===== src/rtl/cid_pkg.sv =====
package cid_pkg;

    localparam int ADDR_BITS_DEF = 19;
    localparam int FRAC_BITS_DEF = 16;

    localparam int SAMPLE_W = 24;
    localparam int SEC_W    = 24;
    localparam int RATE_W   = 18;
    localparam int BLEN_W   = 13;
    localparam int CFG_IDX_W = 1;
    localparam int SEC_FRAC = 20;

    localparam logic [RATE_W-1:0] RATE_RESET   = 18'd48000;
    localparam logic [BLEN_W-1:0] BLEN_RESET   = 13'd64;
    localparam logic [SEC_W-1:0]  REQ_RESET    = 24'h100000;

    localparam logic [CFG_IDX_W-1:0] CFG_SAMPLE_RATE  = 1'b0;
    localparam logic [CFG_IDX_W-1:0] CFG_BLOCK_LENGTH = 1'b1;

    typedef struct packed {
        logic busy;
        logic done;
    } div_stat_t;

endpackage


===== src/rtl/cid_div.sv =====
module cid_div
    import cid_pkg::*;
#(
    parameter int DW = ADDR_BITS_DEF + FRAC_BITS_DEF + 1
)
(
    input  logic              clk,
    input  logic              rst_n,
    input  logic              start,
    input  logic [DW-1:0]     dividend,
    input  logic [BLEN_W-1:0] divisor,
    output logic [DW-1:0]     quotient,
    output div_stat_t         stat
);

    localparam int CW = $clog2(DW + 1);

    logic [BLEN_W-1:0] rem_reg, rem_next;
    logic [DW-1:0]     quo_reg, quo_next;
    logic [BLEN_W-1:0] dvs_reg;
    logic [CW-1:0]     cnt_reg;
    logic              busy_reg;
    logic              done_reg;
    logic [BLEN_W:0]   trial;

    // one quotient bit a cycle, restoring
    always_comb
    begin
        trial = {rem_reg, quo_reg[DW-1]};
        if (trial >= {1'b0, dvs_reg})
        begin
            rem_next = BLEN_W'(trial - {1'b0, dvs_reg});
            quo_next = {quo_reg[DW-2:0], 1'b1};
        end
        else
        begin
            rem_next = trial[BLEN_W-1:0];
            quo_next = {quo_reg[DW-2:0], 1'b0};
        end
    end

    always_ff @(posedge clk or negedge rst_n)
    begin
        if (!rst_n)
        begin
            busy_reg <= 1'b0;
            done_reg <= 1'b0;
            cnt_reg  <= '0;
        end
        else
        begin
            done_reg <= 1'b0;
            if (start)
            begin
                busy_reg <= 1'b1;
                cnt_reg  <= CW'(DW);
            end
            else if (busy_reg)
            begin
                cnt_reg <= cnt_reg - 1'b1;
                if (cnt_reg == CW'(1))
                begin
                    busy_reg <= 1'b0;
                    done_reg <= 1'b1;
                end
            end
        end
    end

    always_ff @(posedge clk)
    begin
        if (start)
        begin
            rem_reg <= '0;
            quo_reg <= dividend;
            dvs_reg <= divisor;
        end
        else if (busy_reg)
        begin
            rem_reg <= rem_next;
            quo_reg <= quo_next;
        end
    end

    assign quotient  = quo_reg;
    assign stat.busy = busy_reg;
    assign stat.done = done_reg;

endmodule


===== config.mk =====
export PLATFORM = sky130hd
export DESIGN_NAME = cid_div
export DESIGN_NICKNAME = d
export VERILOG_FILES = /design/src/rtl/cid_pkg.sv /design/src/rtl/cid_div.sv
export SDC_FILE = /design/constraint.sdc
export NUM_CORES = 1
export LEC_CHECK = 0
export BUFFER_PORTS_ARGS = -buffer_cell sky130_fd_sc_hd__buf_4
export CAP_MARGIN = 15
export CELL_PAD_IN_SITES_DETAIL_PLACEMENT = 1
export CELL_PAD_IN_SITES_GLOBAL_PLACEMENT = 1
export CORE_MARGIN = 3
export CORE_UTILIZATION = 38
export DETAILED_ROUTE_END_ITERATION = 8
export PLACE_DENSITY_LB_ADDON = 0.1
export SLEW_MARGIN = 0
export SYNTH_ARGS = -nofsm -noshare
export SYNTH_HDL_FRONTEND = slang
export SYNTH_SLANG_ARGS = --single-unit

===== constraint.sdc =====
create_clock -name clk -period 2.21 [get_ports clk]
set_input_delay 0.1105 -clock clk [delete_from_list [all_inputs] [get_ports clk]]
set_output_delay 0.1105 -clock clk [all_outputs]
set_load 0.01 [all_outputs]

# Word level (Yosys, flattened, before mapping)
# Index checks and enable logic that the tools add are counted.
# word_totals
ff_bits	70
# op_classes
addsub	2
magnitude_cmp	1
n_eq_ne	1
n_mux	12
n_reduce_logical	1
# op_table
cell	n
36-bit two-way mux	2
14-bit by 13-bit >= comparator with 1-bit output	1
13-bit two-way mux	1
13-bit subtractor	1
6-bit two-way mux	2
1-bit two-way mux	7
6-bit by 1-bit == test with 1-bit output, second input constant	1
6-bit by 1-bit subtractor with 6-bit output, second input constant	1
2-bit nonzero test	1

# Longest topological paths before layout
# Gate-level depths: netlist (run 1).
# logic_depth
ltp_word	4
ltp_mapped	11

# Worst setup path after synthesis (run 1)
# No wires, ideal clock.
# synth_path
kind	reg-to-reg
start	reg quo_reg[35] (netlist: quotient[35])
end	reg rem_reg[8]
setup_time_ns	0.088
t_arrival_ns	2.390
required_ns	2.122
setup_slack_ns	-0.269
path_stages_with_launch	12
path_buffers	1
synth_period_minus_slack_ns	2.479
cell_sequence	edfxtp_1 > inv_1 > ha_1 > inv_1 > fa_1 > a211oi_1 > o21ai_1 > a21oi_2 > a21o_1 > buf_2 > nand3_1 > a311oi_2
# synth_via
elab_chain_cells	2
word_cells_on_any_way	3
cone_classes	add/sub (1); order compare (1); mux (1)
# synth_lines
element	line	rtl
start, declared	cid_div.sv:19	logic [DW-1:0] quo_reg, quo_next;
start signal, assigned	cid_div.sv:75	quo_reg <= dividend;
start signal, assigned	cid_div.sv:81	quo_reg <= quo_next;
13-bit subtractor or 14-bit by 13-bit >= comparator with 1-bit output (tied branches)	cid_div.sv:32, cid_div.sv:30	
13-bit two-way mux *	cid_div.sv:30	if (trial >= {1'b0, dvs_reg})
end signal, assigned	cid_div.sv:80	rem_reg <= rem_next;
end, declared	cid_div.sv:18	logic [BLEN_W-1:0] rem_reg, rem_next;
# Mark *: on every way between the ends. The rest lies on a longest branch, timed or not.
# A chain may end at the register's enable or synchronous reset.

# Worst setup path in the final report (run 1)
# layout_path
start	reg quo_reg[35] (netlist: quotient[35])
end	reg quo_reg[0] (netlist: quotient[0]), data pin
# layout_via
elab_chain_cells	4
# layout_lines
element	line	rtl
14-bit by 13-bit >= comparator with 1-bit output	cid_div.sv:30	
1-bit two-way mux	cid_div.sv:30	
36-bit two-way mux	cid_div.sv:78	else if (busy_reg)
36-bit two-way mux	cid_div.sv:72	if (start)
# Every way passes these cells. The select of a mux whose other input is x is not followed.

==> impl_results.md, run 1 <==
- Placed cell area: 0.00462 mm2
- CP Launch Type: flip-flop
- Core area: 0.00928 mm2
- DRT antenna net count: 0
- Max frequency: 422 MHz
- Layout Skew: 0.0124 ns
- Yosys top cell area share: 40.3%
- Slew HR: 57.1%
- DR iter-0 viols: 87
- Die area: 0.0108 mm2
- Worst Tran Pin Value: 0.635 ns
- All-Layer GR Usage: 18.0%
- Die W: 104 um
- CP arrival: 2.48 ns
- Max reg flops: 36
- Setup WS pre-CTS: -0.241 ns
- Post-detail-place hpwl: 6470 um
- Worst Path Required: 2.31 ns
- Worst hold path type: in2reg
- Final Hold Slack: 0.0543 ns
- Synth cell types: 54
- Setup TNS: -1.57 ns
- CP endpoint kind: flip-flop
- Clk_lat worst skew: 0.35 ns
- Drt drc: 0
- Initial Utilization: 39.3%
- Design Power: 5.17 mW
- Vias/cell: 5.09
- RSZ-0062 raised after global routing: yes
- Avg Cell Area, Syn: 12.0 um2
- Most common cell after layout, fill and taps aside: buf_4
- # IOs: 90
- Part of the cycle the worst path needs: 107%
- CTS tree: yes
- Final Instance Area: 0.00513 mm2
- Number of CTS-inserted buffers: 9
- Largest net degree at the start of global routing: 37
- Reg2Reg Capture Point: quotient[0]
- Post-synth EDFFs: 49
- Hold wc startpoint: dividend[24]
- Synth Register Bits: 70
- Failing checks: setup timing
- Pwr Density: 1010 mW/mm2
- Ranking of synthesized cells by area: edfxtp_1 40%, mux2_2 11%, dfxtp_1 7.1%
- Detailed Routing Iterations Pass 1: 4
- GRT overflow: 0
- Status: complete, but fails checks
- Main flop type after synthesis: edfxtp_1
- Number of port buffers: 89
- Global-route wire length before repair: 15,800 um
- Sequential share of the synthesized area: 52.9%
- Worst r2r path cells: 10
- Slew Limit Fails: 0
- Clock root cell: clkbuf_8
- Final #Nets: 496
- Reg2reg setup slack: -0.16 ns
- Syn Inst Count: 304
- WHS Endpoint: quotient[24]
- Gpl congestion: 0.763
- Yosys warning count: 0
- Cell taking the most area after synthesis: edfxtp_1
- PnR worst setup slack: -0.162 ns
- Number of global-route vias before repair: 3,205
- Crit Path Max Fanout: 3
- DRT Wirelength: 9350 um
- Crit Path Class: reg2reg
- Initial antenna violation count: 0
- Max-Cap Viols: 0
- Layout fillers: 997
- Clock Path Buffers: 2
- Asr flop ratio synth: 11.4%
- H-tree levels: 3
- Ant diodes: 0
- Row count: 35
- Endpoints failing hold: 0
- Commonest non-fill, non-tap cells in the layout: 111 x buf_4, 49 x edfxtp_1, 37 x mux2_2, 21 x nor2_1, 19 x inv_1
- Post-Syn Area: 0.00365 mm2
- Total number of vias: 2,858
- Pleak: 2.19 nW
- Crit path time final: 2.37 ns
- Clock sinks: 70
- Worst vdd ir: 0.535 mV
- Final setup viols: 14
- Chip height: 104 um
- Drt wl/cell: 16.7 um
- Worst hold stages: 2
- Synth-to-layout area growth: 40.4%
- Reg2Reg Launch Point: quotient[35]
- Syn_nets: 372
- Layout cells sized above 1: 47.2%
- Clk slew on worst S/H paths: 0.08 ns
## report_power, final
group          total, mW  switching [mW]  internal (mW)
clock network       1.13           0.500          0.630
logic               2.21            1.11           1.10
registers           1.83           0.178           1.65
## worst max path at each step
stage,from,endpoint,slack [ns],depth (start not counted)
CTS,quotient[35],quotient[0],-0.22,10
finish,quotient[35],quotient[0],-0.16,10
global route,quotient[35],quotient[0],-0.34,10
floorplan,quotient[35],quotient[0],-0.16,10
detailed placement,quotient[35],quotient[0],-0.24,10
global placement,quotient[35],quotient[0],-0.16,10
## layer usage
| layer | track usage [%] | vias up | wire, um |
|---|---|---|---|
| met2 | 30.9 | 65 | 4770 |
| met1 | 21.7 | 1397 | 3970 |
| met4 | 5.60 | 0 | 148 |
| li1 | - | 1383 | - |
| met5 | 0 | - | 0 |
| met3 | 5.65 | 13 | 461 |
## worst max-delay path, stage by stage (launching register included)
cell and delay, ns:
edfxtp_1 0.39, inv_1 0.07, ha_2 0.18, inv_2 0.04, fa_2 0.34, a211oi_2 0.21
o21ai_2 0.11, a21oi_4 0.21, a21o_1 0.22, nand2_2 0.09, mux2_2 0.28
## cells in the mapped netlist, types with 6 or more instances
cell type and number:
nand2_1 8, edfxtp_1 49, a21oi_1 10, dfxtp_1 13, inv_1 20, a21o_1 6
nand3_1 13, a311oi_1 8, clkbuf_1 11, dfrtp_1 8, nor2_1 21, xnor2_1 8
mux2_2 37, o21ai_1 10, ha_1 15
## cell type report
type | instances | area, um2 | area share, %
Sequential cell | 70 | 1930 | 37.7
Clock inverter | 6 | 86.3 | 1.68
Inverter | 20 | 75.1 | 1.46
Clock buffer | 9 | 124 | 2.42
Timing Repair Buffer | 130 | 1050 | 20.4
Multi-Input combinational cell | 197 | 1700 | 33.2
Tap cell | 129 | 161 | 3.15
## logic make-up (layout without fill, tap and decap cells)
group | Yosys count | count (layout) | synth area share (%)
mux | 38 | 38 | 11.7
buf+inv | 37 | 165 | 4.28
xor+xnor | 12 | 12 | 2.88
simple gates | 71 | 71 | 10.2
fa+ha+maj | 16 | 16 | 5.69
compound gates | 60 | 60 | 12.3
flops | 70 | 70 | 52.9
## timing repair
| action | in CTS | in global routing |
|---|---|---|
| pin swaps | 18 | 11 |
| endpoints found under the setup margin | 14 | 14 |
| hold buffers | 14 | 0 |
| hold endpoints to repair | 21 | 0 |
| buffers inserted | 2 | 0 |
| resized for setup | 17 | 11 |
## through the flow
stage                     instances  utilization, %
final                           561            55.2
after global routing            561            55.2
after CTS                       561            54.6
after detailed placement        530            49.8
after global placement          530            49.8
after floorplan                 304               -
Note: power is estimated with default switching activity, not from simulation.
==> run 2: changes to the inputs <==
Settings changed: CORE_UTILIZATION 38 to 42.
Clock period 2.21 ns to 2.45 ns, I/O delays scaled along.
==> run 2 against run 1 <==
The flow still finishes with violations (setup timing). Core utilization grew 4.8 points. Critical path depth grew 1. Die area decreased by 9.0%. Clock-buffer cell count rose by 2. Critical endpoint is now rem_reg[12].
==> impl_results.md, run 2 (synthesis results as in run 1) <==
- Status: complete, but fails checks
- Failing checks: setup timing
- Pwr Density: 929 mW/mm2 (-8.0%)
- Worst Path Required: 2.65 ns (+0.34 ns)
- Max reg flops: 36 (unchanged)
- Cells along the critical path: inv_1 -> ha_2 -> inv_2 -> fa_2 -> a211oi_2 -> o21ai_2 -> buf_4 -> a2111o_1 -> a31o_2 -> o211ai_1 -> a311oi_1
- Worst hold path type: in2reg
- H-tree levels: 3 (unchanged)
- Setup TNS: -0.00270 ns (+1.57 ns)
- Chip height: 99.3 um (-4.6%)
- Crit-path slowest cell: edfxtp_1
- Die area: 0.00985 mm2 (-9.0%)
- CP endpoint kind: flip-flop
- Crit Path Class: reg2reg
- Slew HR: 62.2% (+5.1 points)
- Row count: 33 (-5.7%)
- Endpoints failing hold: 0 (unchanged)
- Detailed Routing Iterations Pass 1: 4 (unchanged)
- Clock sinks: 70 (unchanged)
- Crit path time final: 2.45 ns (+0.0810 ns)
- PnR worst setup slack: -0.00270 ns (+0.159 ns)
- Core area: 0.00834 mm2 (-10%)
- Core Util, Final: 60.0% (+4.8 points)
- Layout fillers: 882 (-12%)
- Most common cell after layout, fill and taps aside: buf_4
- Drt wl/cell: 18.6 um (+11%)
- Commonest non-fill, non-tap cells in the layout: 106 x buf_4, 49 x edfxtp_1, 37 x mux2_2, 21 x nor2_1, 19 x inv_1
- Clock root cell: clkbuf_8
- Number of global-route vias before repair: 3,117 (-2.7%)
- Synth-to-layout area growth: 37.0%
- Peak per-stage delay on the critical path: 0.39 ns (about the same)
- GRT overflow: 0 (unchanged)
- Number of CTS-inserted buffers: 9 (unchanged)
- DRT Wirelength: 9860 um (+5.5%)
- Initial Utilization: 43.8% (+4.4 points)
- Global-route wire length before repair: 15,800 um (about the same)
- Vias/cell: 5.40 (+5.9%)
- Final setup viols: 1 (-13)
- Pleak: 2.15 nW (-1.9%)
- CTS tree: yes
- Worst vdd ir: 0.411 mV (-23%)
- CP Launch Type: flip-flop
- All-Layer GR Usage: 20.6% (+2.6 points)
- Part of the cycle the worst path needs: 100% (-7.2 points)
- Final Instance Area: 0.00500 mm2 (-2.4%)
- Number of port buffers: 89 (unchanged)
- Total number of vias: 2,865 (+0.24%)
- Post-detail-place hpwl: 6850 um (+5.9%)
- DRT antenna net count: 0 (unchanged)
- RSZ-0062 raised after global routing: yes
- Max frequency: 408 MHz (-3.3%)
- Final Non-Filler Cells: 531 (-5.3%)
- Layout cells sized above 1: 45.3% (-1.9 points)
- Clock Path Buffers: 2 (unchanged)
- Ant diodes: 0 (unchanged)
- Die W: 99.3 um (-4.6%)
- Slew Limit Fails: 0 (unchanged)
- # IOs: 90 (unchanged)
- Gpl congestion: 0.765 (+0.18%)
- Initial antenna violation count: 0 (unchanged)
- Final #Nets: 489 (-1.4%)
- Setup WS pre-CTS: -0.0581 ns (+0.183 ns)
- Worst Tran Pin Value: 0.560 ns (-0.0755 ns)
- Clk_lat worst skew: 0.35 ns (about the same)
- Max-Cap Viols: 0 (unchanged)
- DR iter-0 viols: 106 (+22%)
- Drt drc: 0 (unchanged)
- Final Hold Slack: 0.0723 ns (+0.0181 ns)
- Design Power: 4.65 mW (-10%)
- Placed cell area: 0.00450 mm2 (-2.7%)
- Crit Path Max Fanout: 2 (-1)
- Largest net degree at the start of global routing: 42 (+14%)
- Layout Skew: 0.0157 ns (+0.00333 ns)
- Dpl cells: 496 (-6.4%)
- Clk slew on worst S/H paths: 0.08 ns (about the same)
- CP arrival: 2.65 ns (+0.17 ns)
-- run 2: cell types whose count changed in the layout (fill, tap and decap cells not counted), sizes merged --
cell,change
clkinvlp,+1
buf,-7
clkbuf,+2
inv,-1
clkinv,-1
-- run 2: per-layer routing --
layer  GRT usage (%)  wire length, um  up-vias  share of wire (%)
met5               0                0        -                  0
met4            7.46              197        0                2.0
met3            4.14              346       14                3.5
met2            36.6             5250       59                 53
met1            24.6             4060     1429                 41
li1                -                -     1363                  -
-- run 2: layout make-up --
cell class | count | area, um2 | share of cell area (%)
Tap cell | 105 | 131 | 2.63
Multi-Input combinational cell | 197 | 1650 | 33.1
Timing Repair Buffer | 123 | 978 | 19.6
Clock inverter | 5 | 81.3 | 1.63
Clock buffer | 11 | 151 | 3.03
Sequential cell | 70 | 1930 | 38.6
Inverter | 20 | 75.1 | 1.50
-- run 2: power breakdown --
part	switching (mW)	total, mW	internal [mW]	leakage, nW
clock network	0.464	1.09	0.629	0.116
logic	0.962	1.90	0.936	1.32
registers	0.167	1.65	1.49	0.711
-- run 2: timing repair --
action / 4_1_cts / 5_1_grt
pin swaps: 4 / 8
endpoints found under the setup margin: 14 / 13
hold endpoints to repair: 21 / 0
hold buffers: 14 / 0
buffers inserted: 2 / 3
resized for setup: 3 / 17
-- run 2: final timing paths --
path	start	to	slack, ns	depth (start not counted)
min in group asynchronous	rst_n	cnt_reg[4]	0.13	2
min	dividend[10]	quotient[10]	0.07	2
max in group asynchronous	rst_n	cnt_reg[3]	2.17	2
min reg2reg	rem_reg[6]	rem_reg[6]	0.53	2
max	quotient[35]	rem_reg[12]	-0.003	11
max reg2reg	quotient[35]	rem_reg[12]	-0.003	11
-- run 2: critical path: cells and delay by family (launching register included) --
kind                     cells  cell delay (ns)
AO/OA/AOI/OAI                6             1.13
flip-flops                   1             0.39
buffers and inverters        3             0.27
adder cells (fa/ha/maj)      2             0.52
